### src/hdl/isp_pkg.sv
// Shared types and constants of the island scan path generator.
package isp_pkg;

  // Widths of the configuration registers.
  localparam int FIELD_BITS     = 20;
  localparam int STEP_BITS      = 16;
  localparam int TOL_BITS       = 8;
  localparam int CFG_DATA_BITS  = 20;
  localparam int CFG_INDEX_BITS = 8;

  // Register indexes.
  localparam logic [CFG_INDEX_BITS-1:0] REG_STEP_LENGTH    = 8'd0;
  localparam logic [CFG_INDEX_BITS-1:0] REG_HATCH_PITCH    = 8'd1;
  localparam logic [CFG_INDEX_BITS-1:0] REG_ISLAND_SIZE    = 8'd2;
  localparam logic [CFG_INDEX_BITS-1:0] REG_FIELD_X_MAX    = 8'd3;
  localparam logic [CFG_INDEX_BITS-1:0] REG_FIELD_Y_MAX    = 8'd4;
  localparam logic [CFG_INDEX_BITS-1:0] REG_FIELD_X_MIN    = 8'd5;
  localparam logic [CFG_INDEX_BITS-1:0] REG_FIELD_Y_MIN    = 8'd6;
  localparam logic [CFG_INDEX_BITS-1:0] REG_EDGE_TOLERANCE = 8'd7;

  // Register values after reset.
  localparam logic [STEP_BITS-1:0]  RST_STEP_LENGTH    = 16'd10;
  localparam logic [STEP_BITS-1:0]  RST_HATCH_PITCH    = 16'd100;
  localparam logic [FIELD_BITS-1:0] RST_ISLAND_SIZE    = 20'd5000;
  localparam logic [FIELD_BITS-1:0] RST_FIELD_X_MAX    = 20'd20000;
  localparam logic [FIELD_BITS-1:0] RST_FIELD_Y_MAX    = 20'd20000;
  localparam logic [FIELD_BITS-1:0] RST_FIELD_X_MIN    = 20'd0;
  localparam logic [FIELD_BITS-1:0] RST_FIELD_Y_MIN    = 20'd0;
  localparam logic [TOL_BITS-1:0]   RST_EDGE_TOLERANCE = 8'd0;

  typedef struct packed {
    logic [STEP_BITS-1:0]  step_length;
    logic [STEP_BITS-1:0]  hatch_pitch;
    logic [FIELD_BITS-1:0] island_size;
    logic [FIELD_BITS-1:0] field_x_max;
    logic [FIELD_BITS-1:0] field_y_max;
    logic [FIELD_BITS-1:0] field_x_min;
    logic [FIELD_BITS-1:0] field_y_min;
    logic [TOL_BITS-1:0]   edge_tolerance;
  } cfg_t;

  // Commands from the controller to the datapath.
  typedef struct packed {
    logic div_init_a;  // load divider with field_x_max / island_size
    logic div_step;    // one restoring division step
    logic div_init_b;  // latch row width, load divider with island / row width
    logic mul_load;    // latch column and the products of column and row with the size
    logic ph1_load;    // latch the spot after the line step and turn check
    logic ph2_load;    // apply the island change and update the scan state
    logic out_load;    // copy the scan state into the output register
  } cmd_t;

  // Status from the datapath to the controller.
  typedef struct packed {
    logic div_last;    // the divider runs its final step in this cycle
  } stat_t;

endpackage

### src/hdl/isp_cfg.sv
// Configuration register file of the island scan path generator.
module isp_cfg (
  input  logic                                 clk,
  input  logic                                 rst,
  input  logic                                 cfg_valid,
  output logic                                 cfg_ready,
  input  logic [isp_pkg::CFG_INDEX_BITS-1:0]   cfg_index,
  input  logic [isp_pkg::CFG_DATA_BITS-1:0]    cfg_data,
  output isp_pkg::cfg_t                        cfg
);

  assign cfg_ready = 1'b1;

  always_ff @(posedge clk) begin
    if (rst) begin
      cfg.step_length    <= isp_pkg::RST_STEP_LENGTH;
      cfg.hatch_pitch    <= isp_pkg::RST_HATCH_PITCH;
      cfg.island_size    <= isp_pkg::RST_ISLAND_SIZE;
      cfg.field_x_max    <= isp_pkg::RST_FIELD_X_MAX;
      cfg.field_y_max    <= isp_pkg::RST_FIELD_Y_MAX;
      cfg.field_x_min    <= isp_pkg::RST_FIELD_X_MIN;
      cfg.field_y_min    <= isp_pkg::RST_FIELD_Y_MIN;
      cfg.edge_tolerance <= isp_pkg::RST_EDGE_TOLERANCE;
    end else if (cfg_valid && cfg_ready) begin
      // Indexes past the last register are dropped.
      case (cfg_index)
        isp_pkg::REG_STEP_LENGTH:    cfg.step_length    <= cfg_data[isp_pkg::STEP_BITS-1:0];
        isp_pkg::REG_HATCH_PITCH:    cfg.hatch_pitch    <= cfg_data[isp_pkg::STEP_BITS-1:0];
        isp_pkg::REG_ISLAND_SIZE:    cfg.island_size    <= cfg_data[isp_pkg::FIELD_BITS-1:0];
        isp_pkg::REG_FIELD_X_MAX:    cfg.field_x_max    <= cfg_data[isp_pkg::FIELD_BITS-1:0];
        isp_pkg::REG_FIELD_Y_MAX:    cfg.field_y_max    <= cfg_data[isp_pkg::FIELD_BITS-1:0];
        isp_pkg::REG_FIELD_X_MIN:    cfg.field_x_min    <= cfg_data[isp_pkg::FIELD_BITS-1:0];
        isp_pkg::REG_FIELD_Y_MIN:    cfg.field_y_min    <= cfg_data[isp_pkg::FIELD_BITS-1:0];
        isp_pkg::REG_EDGE_TOLERANCE: cfg.edge_tolerance <= cfg_data[isp_pkg::TOL_BITS-1:0];
        default: ;
      endcase
    end
  end

endmodule

### src/hdl/isp_ctrl.sv
// Sequencing state machine of the island scan path generator.
module isp_ctrl (
  input  logic           clk,
  input  logic           rst,
  input  logic           in_valid,
  output logic           in_ready,
  input  logic           tick,
  output logic           out_valid,
  input  logic           out_ready,
  input  isp_pkg::stat_t stat,
  output isp_pkg::cmd_t  cmd
);

  localparam logic [2:0] ST_IDLE = 3'd0;
  localparam logic [2:0] ST_DIVA = 3'd1;
  localparam logic [2:0] ST_SETB = 3'd2;
  localparam logic [2:0] ST_DIVB = 3'd3;
  localparam logic [2:0] ST_MUL  = 3'd4;
  localparam logic [2:0] ST_PH1  = 3'd5;
  localparam logic [2:0] ST_PH2  = 3'd6;
  localparam logic [2:0] ST_FIN  = 3'd7;

  logic [2:0] state;
  logic [2:0] state_next;
  logic       accept;
  logic       slot_free;

  assign in_ready  = (state == ST_IDLE);
  assign accept    = in_valid && in_ready;
  assign slot_free = !out_valid || out_ready;

  always_comb begin
    cmd        = '0;
    state_next = state;
    case (state)
      ST_IDLE: begin
        if (accept) begin
          if (tick) begin
            cmd.div_init_a = 1'b1;
            state_next     = ST_DIVA;
          end else begin
            state_next = ST_FIN;
          end
        end
      end
      ST_DIVA: begin
        cmd.div_step = 1'b1;
        if (stat.div_last) state_next = ST_SETB;
      end
      ST_SETB: begin
        cmd.div_init_b = 1'b1;
        state_next     = ST_DIVB;
      end
      ST_DIVB: begin
        cmd.div_step = 1'b1;
        if (stat.div_last) state_next = ST_MUL;
      end
      ST_MUL: begin
        cmd.mul_load = 1'b1;
        state_next   = ST_PH1;
      end
      ST_PH1: begin
        cmd.ph1_load = 1'b1;
        state_next   = ST_PH2;
      end
      ST_PH2: begin
        cmd.ph2_load = 1'b1;
        state_next   = ST_FIN;
      end
      ST_FIN: begin
        if (slot_free) begin
          cmd.out_load = 1'b1;
          state_next   = ST_IDLE;
        end
      end
      default: state_next = ST_IDLE;
    endcase
  end

  always_ff @(posedge clk) begin
    if (rst) begin
      state     <= ST_IDLE;
      out_valid <= 1'b0;
    end else begin
      state <= state_next;
      if (cmd.out_load) begin
        out_valid <= 1'b1;
      end else if (out_ready) begin
        out_valid <= 1'b0;
      end
    end
  end

`ifndef SYNTHESIS
  a_one_item: assert property (@(posedge clk) disable iff (rst) accept |=> !in_ready)
    else $error("second transfer taken while an item is in work");
  a_out_hold: assert property (@(posedge clk) disable iff (rst)
    out_valid && !out_ready |=> out_valid)
    else $error("result dropped before its transfer");
  a_no_overwrite: assert property (@(posedge clk) disable iff (rst)
    cmd.out_load |-> slot_free)
    else $error("output register overwritten while a result waits");
  a_div_chain: assert property (@(posedge clk) disable iff (rst)
    state == ST_DIVA && stat.div_last |=> cmd.div_init_b)
    else $error("row width division did not hand over to island division");
`endif

endmodule

### src/hdl/isp_datapath.sv
// Divider, multipliers, scan state and output register of the path generator.
module isp_datapath #(
  parameter int COORD_BITS  = 20,
  parameter int ISLAND_BITS = 12
) (
  input  logic                   clk,
  input  logic                   rst,
  input  isp_pkg::cfg_t          cfg,
  input  isp_pkg::cmd_t          cmd,
  output isp_pkg::stat_t         stat,
  output logic [COORD_BITS-1:0]  out_spot_x,
  output logic [COORD_BITS-1:0]  out_spot_y,
  output logic [ISLAND_BITS-1:0] out_island_number,
  output logic                   out_going_reverse
);

  localparam int FB       = isp_pkg::FIELD_BITS;
  localparam int LEN_BITS = (COORD_BITS > FB) ? COORD_BITS : FB;
  localparam int DIV_BITS = (LEN_BITS > ISLAND_BITS) ? LEN_BITS : ISLAND_BITS;
  localparam int DIV_W1   = DIV_BITS + 1;
  localparam int CNT_BITS = $clog2(DIV_BITS + 1);
  localparam int PW       = ISLAND_BITS + FB;
  localparam int SW       = ISLAND_BITS + LEN_BITS + 3;

  // Scan state.
  logic [COORD_BITS-1:0]  spot_x;
  logic [COORD_BITS-1:0]  spot_y;
  logic [COORD_BITS-1:0]  start_x;
  logic [COORD_BITS-1:0]  start_y;
  logic [ISLAND_BITS-1:0] island;
  logic                   reverse;

  // Divider.
  logic [DIV_BITS-1:0] div_rem;
  logic [DIV_BITS-1:0] div_quo;
  logic [DIV_BITS-1:0] div_den;
  logic [CNT_BITS-1:0] div_cnt;
  logic [DIV_BITS:0]   div_trial;
  logic [DIV_BITS:0]   div_diff;
  logic                div_ge;

  logic [FB-1:0]          size_eff;
  logic [DIV_BITS-1:0]    rowx_ceil;
  logic [DIV_BITS-1:0]    rowx_calc;
  logic [DIV_BITS-1:0]    rowx;
  logic [ISLAND_BITS-1:0] col;
  logic [PW-1:0]          col_size;
  logic [PW-1:0]          row_size;

  // Spot after the line step.
  logic signed [SW-1:0] ph_x;
  logic signed [SW-1:0] ph_y;
  logic                 ph_rev;
  logic signed [SW-1:0] ph_x_c;
  logic signed [SW-1:0] ph_y_c;
  logic                 ph_rev_c;

  logic signed [SW-1:0] sx_p1x, sx_p1y, sx_refx, sx_refy;
  logic signed [SW-1:0] sx_step, sx_hatch, sx_eps, sx_size;
  logic signed [SW-1:0] sx_xmax, sx_ymax, sx_xmin, sx_ymin;
  logic signed [SW-1:0] lo_x, hi_x, lo_y, hi_y;
  logic signed [SW-1:0] x_inc, x_dec, y_inc, y_dec;
  logic                 turn;

  logic                   edge_x, edge_y, moved, new_row;
  logic [ISLAND_BITS-1:0] island_inc;
  logic [ISLAND_BITS-1:0] island_adv;
  logic signed [SW-1:0]   fin_x, fin_y;
  logic [COORD_BITS-1:0]  sat_x, sat_y;

  function automatic logic [COORD_BITS-1:0] sat_coord(input logic signed [SW-1:0] v);
    logic [COORD_BITS-1:0] r;
    if (v[SW-1]) begin
      r = '0;
    end else if (|v[SW-2:COORD_BITS]) begin
      r = '1;
    end else begin
      r = v[COORD_BITS-1:0];
    end
    return r;
  endfunction

  assign size_eff = (cfg.island_size == '0) ? FB'(1) : cfg.island_size;

  // Restoring divider, one quotient bit a cycle.
  assign div_trial     = {div_rem, div_quo[DIV_BITS-1]};
  assign div_diff      = div_trial - DIV_W1'(div_den);
  assign div_ge        = (div_trial >= DIV_W1'(div_den));
  assign stat.div_last = (div_cnt == CNT_BITS'(1));

  // Islands per row: ceiling of the quotient, at least one.
  assign rowx_ceil = div_quo + DIV_BITS'(div_rem != '0);
  assign rowx_calc = (rowx_ceil == '0) ? DIV_BITS'(1) : rowx_ceil;

  always_ff @(posedge clk) begin
    if (cmd.div_init_a) begin
      div_rem <= '0;
      div_quo <= DIV_BITS'(cfg.field_x_max);
      div_den <= DIV_BITS'(size_eff);
      div_cnt <= CNT_BITS'(DIV_BITS);
    end else if (cmd.div_init_b) begin
      rowx    <= rowx_calc;
      div_rem <= '0;
      div_quo <= DIV_BITS'(island);
      div_den <= rowx_calc;
      div_cnt <= CNT_BITS'(DIV_BITS);
    end else if (cmd.div_step) begin
      div_rem <= div_ge ? div_diff[DIV_BITS-1:0] : div_trial[DIV_BITS-1:0];
      div_quo <= {div_quo[DIV_BITS-2:0], div_ge};
      div_cnt <= div_cnt - CNT_BITS'(1);
    end
    if (cmd.mul_load) begin
      col      <= div_rem[ISLAND_BITS-1:0];
      col_size <= PW'(div_rem[ISLAND_BITS-1:0]) * PW'(size_eff);
      row_size <= PW'(div_quo[ISLAND_BITS-1:0]) * PW'(size_eff);
    end
  end

  assign sx_p1x   = $signed(SW'(spot_x));
  assign sx_p1y   = $signed(SW'(spot_y));
  assign sx_refx  = $signed(SW'(start_x));
  assign sx_refy  = $signed(SW'(start_y));
  assign sx_step  = $signed(SW'(cfg.step_length));
  assign sx_hatch = $signed(SW'(cfg.hatch_pitch));
  assign sx_eps   = $signed(SW'(cfg.edge_tolerance));
  assign sx_size  = $signed(SW'(size_eff));
  assign sx_xmax  = $signed(SW'(cfg.field_x_max));
  assign sx_ymax  = $signed(SW'(cfg.field_y_max));
  assign sx_xmin  = $signed(SW'(cfg.field_x_min));
  assign sx_ymin  = $signed(SW'(cfg.field_y_min));

  // Edges of the current island.
  assign lo_x = $signed(SW'(col_size));
  assign hi_x = lo_x + sx_size;
  assign lo_y = $signed(SW'(row_size));
  assign hi_y = lo_y + sx_size;

  assign x_inc = sx_p1x + sx_step;
  assign x_dec = sx_p1x - sx_step;
  assign y_inc = sx_p1y + sx_step;
  assign y_dec = sx_p1y - sx_step;

  // Line step and turn at a line end.
  always_comb begin
    turn     = 1'b0;
    ph_x_c   = sx_p1x;
    ph_y_c   = sx_p1y;
    ph_rev_c = reverse;
    case ({island[0], reverse})
      2'b00: begin
        turn     = (hi_x + sx_eps < x_inc) || (sx_xmax + sx_eps < x_inc);
        ph_x_c   = turn ? sx_p1x : x_inc;
        ph_y_c   = turn ? sx_p1y + sx_hatch : sx_p1y;
        ph_rev_c = turn;
      end
      2'b01: begin
        turn     = (x_dec < lo_x - sx_eps) || (x_dec < sx_xmin - sx_eps);
        ph_x_c   = turn ? sx_refx : x_dec;
        ph_y_c   = turn ? sx_p1y + sx_hatch : sx_p1y;
        ph_rev_c = !turn;
      end
      2'b10: begin
        turn     = (hi_y + sx_eps < y_inc) || (sx_ymax + sx_eps < y_inc);
        ph_x_c   = turn ? sx_p1x + sx_hatch : sx_p1x;
        ph_y_c   = turn ? sx_p1y : y_inc;
        ph_rev_c = turn;
      end
      2'b11: begin
        turn     = (y_dec < lo_y - sx_eps) || (y_dec < sx_ymin - sx_eps);
        ph_x_c   = turn ? sx_p1x + sx_hatch : sx_p1x;
        ph_y_c   = turn ? sx_refy : y_dec;
        ph_rev_c = !turn;
      end
      default: ;
    endcase
  end

  always_ff @(posedge clk) begin
    if (cmd.ph1_load) begin
      ph_x   <= ph_x_c;
      ph_y   <= ph_y_c;
      ph_rev <= ph_rev_c;
    end
  end

  // Island change: even islands leave across y, odd ones across x.
  assign edge_x = (hi_x + sx_eps < ph_x) || (sx_xmax + sx_eps < ph_x);
  assign edge_y = (hi_y + sx_eps < ph_y) || (sx_ymax + sx_eps < ph_y);
  assign moved  = island[0] ? edge_x : edge_y;

  // A new row starts when the counter wraps or the next column reaches the row width.
  assign island_inc = island + ISLAND_BITS'(1);
  assign new_row    = (island_inc == '0) || (DIV_W1'(col) + DIV_W1'(1) == DIV_W1'(rowx));
  assign island_adv = (new_row && island_inc[0]) ? island_inc + ISLAND_BITS'(1) : island_inc;

  always_comb begin
    fin_x = ph_x;
    fin_y = ph_y;
    if (moved) begin
      if (new_row) begin
        fin_x = sx_xmin;
        fin_y = hi_y + sx_hatch;
      end else begin
        fin_x = (!island[0] && reverse) ? hi_x + sx_hatch : sx_p1x + sx_hatch;
        fin_y = sx_refy;
      end
    end
  end

  assign sat_x = sat_coord(fin_x);
  assign sat_y = sat_coord(fin_y);

  always_ff @(posedge clk) begin
    if (rst) begin
      spot_x  <= COORD_BITS'(isp_pkg::RST_FIELD_X_MIN);
      spot_y  <= COORD_BITS'(isp_pkg::RST_FIELD_Y_MIN);
      start_x <= COORD_BITS'(isp_pkg::RST_FIELD_X_MIN);
      start_y <= COORD_BITS'(isp_pkg::RST_FIELD_Y_MIN);
      island  <= '0;
      reverse <= 1'b0;
    end else if (cmd.ph2_load) begin
      spot_x <= sat_x;
      spot_y <= sat_y;
      if (moved) begin
        start_x <= sat_x;
        start_y <= sat_y;
        island  <= island_adv;
        reverse <= 1'b0;
      end else begin
        reverse <= ph_rev;
      end
    end
  end

  always_ff @(posedge clk) begin
    if (cmd.out_load) begin
      out_spot_x        <= spot_x;
      out_spot_y        <= spot_y;
      out_island_number <= island;
      out_going_reverse <= reverse;
    end
  end

endmodule

### src/hdl/island_scan_path_generator.sv
// Top level of the island scan path generator: stream ports, config port, submodules.
//
//   channel   direction  handshake                      payload
//   s_axis    in         s_axis_tvalid / s_axis_tready  tick in s_axis_tdata[0]
//   m_axis    out        m_axis_tvalid / m_axis_tready  spot, island, direction
//   cfg       in         cfg_valid / cfg_ready          cfg_index, cfg_data
//
// A transfer with tick = 1 runs two divisions on the shared restoring divider of width
// D = max(COORD_BITS, 20, ISLAND_BITS), one for the islands per row and one for column
// and row of the current island, then the line step and the island change.
// A transfer with tick = 0 reports the current state without a new step.
// No new transfer is accepted until the result of the current one is loaded.
// Reset is synchronous and puts the spot at the lower field corner in island zero.
// The configuration port is always ready. When a result waits on m_axis, the finished
// next result stays in the scan state until the output register is free.
module island_scan_path_generator #(
  parameter int COORD_BITS  = 20,
  parameter int ISLAND_BITS = 12
) (
  input  logic                                clk,
  input  logic                                rst,
  // Input stream; fields from bit 0 up: tick (1), zero padding (7).
  input  logic                                s_axis_tvalid,
  output logic                                s_axis_tready,
  input  logic [7:0]                          s_axis_tdata,
  // Output stream; fields from bit 0 up: spot_x (COORD_BITS), spot_y (COORD_BITS),
  // island_number (ISLAND_BITS), going_reverse (1), zero padding to whole bytes.
  output logic                                m_axis_tvalid,
  input  logic                                m_axis_tready,
  output logic [((2 * COORD_BITS + ISLAND_BITS + 1 + 7) / 8) * 8 - 1:0] m_axis_tdata,
  // Configuration write channel.
  input  logic                                cfg_valid,
  output logic                                cfg_ready,
  input  logic [isp_pkg::CFG_INDEX_BITS-1:0]  cfg_index,
  input  logic [isp_pkg::CFG_DATA_BITS-1:0]   cfg_data
);

  localparam int FIELDS_BITS = 2 * COORD_BITS + ISLAND_BITS + 1;
  localparam int OUT_BITS    = ((FIELDS_BITS + 7) / 8) * 8;

  isp_pkg::cfg_t  cfg;
  isp_pkg::cmd_t  cmd;
  isp_pkg::stat_t stat;

  logic [COORD_BITS-1:0]  out_spot_x;
  logic [COORD_BITS-1:0]  out_spot_y;
  logic [ISLAND_BITS-1:0] out_island_number;
  logic                   out_going_reverse;

  isp_cfg u_cfg (
    .clk       (clk),
    .rst       (rst),
    .cfg_valid (cfg_valid),
    .cfg_ready (cfg_ready),
    .cfg_index (cfg_index),
    .cfg_data  (cfg_data),
    .cfg       (cfg)
  );

  // The controller owns both handshakes and the output valid flag.
  isp_ctrl u_ctrl (
    .clk       (clk),
    .rst       (rst),
    .in_valid  (s_axis_tvalid),
    .in_ready  (s_axis_tready),
    .tick      (s_axis_tdata[0]),
    .out_valid (m_axis_tvalid),
    .out_ready (m_axis_tready),
    .stat      (stat),
    .cmd       (cmd)
  );

  isp_datapath #(
    .COORD_BITS  (COORD_BITS),
    .ISLAND_BITS (ISLAND_BITS)
  ) u_datapath (
    .clk               (clk),
    .rst               (rst),
    .cfg               (cfg),
    .cmd               (cmd),
    .stat              (stat),
    .out_spot_x        (out_spot_x),
    .out_spot_y        (out_spot_y),
    .out_island_number (out_island_number),
    .out_going_reverse (out_going_reverse)
  );

  // Pack the result fields from the lowest bit up and pad with zeros.
  assign m_axis_tdata = OUT_BITS'({out_going_reverse, out_island_number,
                                   out_spot_y, out_spot_x});

endmodule
### config.mk
export PLATFORM = sky130hd
export DESIGN_NAME = island_scan_path_generator
export DESIGN_NICKNAME = d
export VERILOG_FILES = /design/src/hdl/isp_pkg.sv /design/src/hdl/isp_cfg.sv /design/src/hdl/isp_ctrl.sv /design/src/hdl/isp_datapath.sv /design/src/hdl/island_scan_path_generator.sv
export SDC_FILE = /design/constraint.sdc
export NUM_CORES = 2
export LEC_CHECK = 0
export ABC_AREA = 1
export BUFFER_PORTS_ARGS = -buffer_cell sky130_fd_sc_hd__buf_4
export CORE_ASPECT_RATIO = 0.5
export CORE_MARGIN = 4
export CORE_UTILIZATION = 35
export CTS_BUF_LIST = sky130_fd_sc_hd__clkbuf_8
export CTS_CLUSTER_DIAMETER = 200
export DETAILED_ROUTE_END_ITERATION = 12
export PLACE_DENSITY_LB_ADDON = 0.2
export SKIP_LAST_GASP = 1
export SYNTH_ARGS = -nofsm -noshare
export SYNTH_HDL_FRONTEND = slang
export SYNTH_HIERARCHICAL = 1
export SYNTH_SLANG_ARGS = --single-unit
export TNS_END_PERCENT = 1
### constraint.sdc
create_clock -name clk -period 8.5 [get_ports clk]
set_input_delay 0.425 -clock clk [delete_from_list [all_inputs] [get_ports clk]]
set_output_delay 0.425 -clock clk [all_outputs]
set_load 0.02 [all_outputs]
After elaboration in Yosys (flattened, before gate mapping)
Cells that the tools add are included.
{ "word_totals": {"regBits": 522, "input_bits": 41, "out_inout_bits": 59, "elab_cells": 183} }
{ "classes": {"addsub": 24, "n_mul": 2, "magnitude_cmp": 13, "n_eq_ne": 23, "muxes": 49, "bitwise": 1, "n_reduce_logical": 40} }
{ "ops": {"columns": ["cell", "count"], "rows": [
  ["2-to-1 mux 35 bit", 13],
  ["less-than comparator 35 bit", 12],
  ["one-hot mux 35 bit (4 select lines)", 2],
  ["2-to-1 mux 20 bit", 12],
  ["adder 20 x 16 -> 21 bit", 4],
  ["adder 35 x 17 -> 35 bit", 2],
  ["adder 35 x 9 -> 35 bit", 2],
  ["adder 32 x 20 -> 33 bit", 2],
  ["subtractor 32 x 8 -> 33 bit", 2],
  ["multiplier 12 x 20 -> 32 bit", 2],
  ["adder 20 x 8 -> 21 bit", 2],
  ["subtractor 20 x 16 -> 21 bit", 2],
  ["subtractor 20 x 8 -> 21 bit", 2],
  ["zero test 20 bit", 2],
  ["equality test 8 x 3 -> 1 bit (second input constant)", 4],
  ["OR reduction 14 bit", 2],
  ["adder 12 x 1 -> 12 bit (second input constant)", 2],
  ["one-hot mux 3 bit (8 select lines)", 1],
  ["equality test 21 x 20 -> 1 bit", 1],
  [">= comparator 21 x 20 -> 1 bit", 1],
  ["adder 20 x 1 -> 20 bit", 1],
  ["AND reduction 2 bit", 10],
  ["nonzero test 20 bit", 1],
  ["subtractor 20 bit", 1],
  ["28 further kinds", 67]
]} }

Longest topological paths before layout
{ "logic_depth": {"word_depth": 11, "depth_mapped": 45} }

By module
Netlist, hierarchy kept.
{ "modules_own_cells": {"columns": ["module", "instances", "cells_per_inst", "area_per_inst_um2"], "rows": [
  ["isp_datapath", 1, 7908, 55852.3],
  ["isp_cfg", 1, 799, 5718.0],
  ["isp_ctrl", 1, 51, 310.3],
  ["island_scan_path_generator", 1, 5, 33.8]
]} }

Worst setup path before layout
OpenSTA, ideal clock, no wires.
{ "synth_path": {"path_type": "register to register", "from": "reg u_cfg/cfg[100] (netlist name)", "to": "reg u_datapath.col_size[29] (data pin)", "t_arrival_ns": 5.997, "required_ns": 8.235, "path_slack_ns": 2.238, "stages_incl_launch_ff": 29, "cell_sequence": "dfxtp_1 -> clkbuf_1 -> nor2_1 -> nand3_1 -> nor4_1 -> nand4_1 -> nand2_1 -> clkinv_1 -> clkbuf_1 -> nor2_1 -> ha_1 -> ha_1 -> inv_1 -> fa_1 -> inv_1 -> fa_1 -> fa_1 -> ha_1 -> nand2_1 -> o21ai_0 -> a21boi_0 -> o21ai_0 -> a21boi_0 -> o21ai_0 -> a21oi_1 -> o21ai_0 -> inv_1 -> o21ai_0 -> xor2_1"} }
{ "synth_via": {"elab_chain_cells": 3} }
{ "synth_lines": {"columns": ["element", "line_no", "rtl"], "rows": [
  ["zero test 20 bit", "isp_datapath.sv:83", "assign size_eff = (cfg.island_size == '0) ? FB'(1) : cfg.island_size;"],
  ["2-to-1 mux 20 bit *", "isp_datapath.sv:83", null],
  ["multiplier 12 x 20 -> 32 bit *", "isp_datapath.sv:114", "col_size <= PW'(div_rem[ISLAND_BITS-1:0]) * PW'(size_eff);"],
  ["end signal: assignment", "isp_datapath.sv:114", null],
  ["end: declaration", "isp_datapath.sv:47", "logic [PW-1:0] col_size;"]
]} }
Every way passes the cells marked *; elsewhere a longest branch is shown, timed or not.
A chain may end at the register's enable or synchronous reset.

Final worst setup path
{ "layout_path": {"from": "reg u_cfg/cfg[100] (netlist name)", "to": "reg u_datapath.island[0]"} }
{ "layout_via": {"elab_chain_cells": 8, "elab_cells_between_ends": 12} }
{ "layout_lines": {"columns": ["element", "line_no", "rtl"], "rows": [
  ["zero test 20 bit", "isp_datapath.sv:83", null],
  ["2-to-1 mux 20 bit *", "isp_datapath.sv:83", null],
  ["adder 32 x 20 -> 33 bit (on tied branches)", "isp_datapath.sv:136, isp_datapath.sv:134", null],
  ["adder 35 x 9 -> 35 bit (on tied branches)", "isp_datapath.sv:188, isp_datapath.sv:187", null],
  ["less-than comparator 35 bit (on tied branches)", "isp_datapath.sv:188, isp_datapath.sv:187", null],
  ["logical OR 1 bit (on tied branches)", "isp_datapath.sv:188, isp_datapath.sv:187", null],
  ["2-to-1 mux 1 bit *", "isp_datapath.sv:189", "assign moved = island[0] ? edge_x : edge_y;"],
  ["AND reduction 2 bit (no line) *", null, null],
  ["end signal: assignment", "isp_datapath.sv:227", "island <= island_adv;"],
  ["end: declaration", "isp_datapath.sv:30", "logic [ISLAND_BITS-1:0] island;"]
]} }
Marks and branches as above.

==> impl_results.md <==
- Most numerous cell in the Yosys netlist: nand2_1
- Htree depth: 3
- Final HPWL DP: 181000 µm
- Register area: about 0.012 mm²
- Synth Instances: 8763
- Slowest stage cell, crit path: xor2_1
- Fin crit share: between 90% and 100%
- Count of pins over their slew limit: 0
- Largest net degree at the start of global routing: roughly 100
- Die width: ~600 µm
- Post-Syn Area per Cell: approximately 7.1 µm²
- Post CTS Setup Buffer Count: 0
- CP Max Fanout: 14
- Minimum clock period: a little under 8 ns
- Worst Setup End Kind: flip-flop
- Grt total ovfl: 0
- Max-Cap Viols: 0
- CTS resizes: 0
- DR WL/cell: approximately 21 µm
- Hold Buf Count CTS: 14
- Detailed-route via count: 59100
- Post-synth EDFFs: approximately 230
- Status: finished clean
- Clock Skew: ~0.08 ns
- Critical Path AT: around 8.3 ns
- Area post-placement: ~0.065 mm²
- Post-Syn Area: roughly 0.062 mm²
- Final setup fails: 0
- Util after Layout: between 30% and 40%
- Die Y: about 300 µm
- Hold WC Path Type: in2reg
- First-pass GRT wire length: 348000 µm
- Share of the synthesized area in the top cell type: approximately 14%
- Total power: 19.0 mW
- Worst-Margin Slew: about 1.3 ns
- Crit path top cell by count: nand2_1
- Dpl ws: 0.881 ns
- Initial antenna violation count: 11
- Final net count: between 9000 and 10000
- Cell taking the most area after synthesis: ha_1
- Layout cells sized above 1: 5.03%
- First DRT Iteration DRCs: between 6000 and 7000
- Post-route ant nets: 0
- Ys flop type: dfxtp_1
- RSZ-0062 raised after global routing: false
- Worst vdd rail ir drop: roughly 640 µV
- Area growth, synth to finish: 8.36%
- Worst-skew pair later-pin latency: roughly 0.82 ns
- Critical Path RT: slightly above 9 ns
- CTS tree: built
- Warnings, synthesis: 6
- Number of buffers added on ports: 88
- Fin area: 0.0671 mm²
- CP Class: reg2reg
- Gpl congestion: between 0.9 and 1
- Pre-antenna DRT Iters: 6
- Root Driver: clkbuf_8
- Final Hold Fails: 0
- Clk sinks: 496
- Max Clock Freq: roughly 0.13 GHz
- DIE AREA: roughly 0.18 mm²
- Leakage Power: ~33 nW
- Multi-input gate area: 0.0432 mm²
- Post-synth top cells: nand2_1, inv_1, nor2_1
- Area contributors post-synth: ha_1, nand2_1, fa_1
- Placed Cells: approximately 11000
- Initial core utilization: about 35%
- Post-synth ARST share: 0%
- Biggest cell delay along the critical path: approximately 0.46 ns
- Synth cell types: 59
- Vias in the first global route: approximately 55000
- Pwr Density: roughly 280 mW/mm²
- Reg clk slew, reported paths: about 0.070 ns
- Vias per std cell: about 5.3
- Non-filler cells, final: 11200
- CP startpoint kind: flip-flop
- GRT Util Overall: 24.7%
- # IOs: 100
- Setup TNS Final: 0 ns
- Worst hold slack: between 0.08 and 0.09 ns
- Yosys reg bits: just under 500
- Final worst setup slack: between 0.7 and 0.8 ns
- Fillers: ~19000
- Std cell rows: 108
- Num CTS Buffers: 89
- CORE AREA: between 0.15 and 0.2 mm²
- Sequential fraction of the synthesis area: 19.8%
- Remaining DRCs: 0
- Slew HR: approximately 15%
- WL final: between 200000 and 250000 µm
- Max Buffers Root-to-Sink: 3
per-layer routing:
layer  track usage (%)  share of wire, %  vias up
li1                  -                 -    28300
met1              37.9                48    28200
met2              35.5                40     2299
met3              4.33               9.5      294
met4              6.28               2.6        8
met5                 0             0.023        -
logic make-up (layout without fill, tap and decap cells):
logic type                 count (synthesis)  after routing  share of synthesized area [%]
buffers and inverters                   1701           1724                           10.6
DFF                                      496            496                           19.8
and+or+nand+nor                         3743           3743                           25.3
xor gates and xnor gates                 449            449                           6.44
other                                      2              9                         0.0121
AOI/OAI and AO/OA                       1303           1303                           11.6
adders and majority gates               1069           1069                           26.2
power by group:
part	switching (mW)	leakage [nW]	internal [mW]
clock	1.20	1.09	1.37
combinational	8.20	27.6	4.37
sequential	0.618	4.28	3.28
total	10.0	33.0	9.02
cell type report:
type	count	area share [%]
Antenna cell	5	0.0186
Clock buffer	107	2.20
Clock inverter	59	0.714
Inverter	1345	7.53
Multi-Input combinational cell	6568	64.4
Sequential cell	496	18.3
Tap cell	2365	4.41
Timing Repair Buffer	213	2.47
flip-flops by register name (all words and copies together), names as in the netlist, 22 cells and up:
signal / flops
u_cfg/cfg: 140
u_datapath/col_size: 32
u_datapath/row_size: 32
u_datapath/ph_x: 22
u_datapath/ph_y: 22
layout by cell type, fill, tap and decap left out, types with 107 or more instances in the layout:
| cell type | count |
|---|---|
| buf_4 | 197 |
| edfxtp_1 | 234 |
| ha_1 | 690 |
| inv_1 | 1326 |
| dfxtp_1 | 262 |
| nand2_1 | 2045 |
| nor2_1 | 683 |
| xor2_1 | 335 |
| nand4_1 | 109 |
| o21ai_0 | 376 |
| fa_1 | 379 |
| clkbuf_8 | 107 |
| a21oi_1 | 652 |
| xnor2_1 | 107 |
| nand3_1 | 664 |
critical path: cells and delay by family (launching register included):
family	cells	cell delay (ns)
flip-flops	1	0.32
AO/OA/AOI/OAI	9	1.70
XOR/XNOR	2	0.77
adder cells (fa/ha/maj)	3	0.85
AND/OR/NAND/NOR	20	3.43
buffers and inverters	2	0.44
worst paths after layout:
kind | start | to | slack [ns] | cells after the start
max | u_cfg/cfg[100] | u_datapath/island[0] | 0.79 | 36
min reg2reg | u_datapath/island[4] | u_datapath/out_island_number[4] | 0.46 | 0
min | cfg_data[1] | u_cfg/cfg[125] | 0.09 | 3
max reg2reg | u_cfg/cfg[100] | u_datapath/island[0] | 0.79 | 36
No activity file was read; power rests on OpenSTA's default activity.
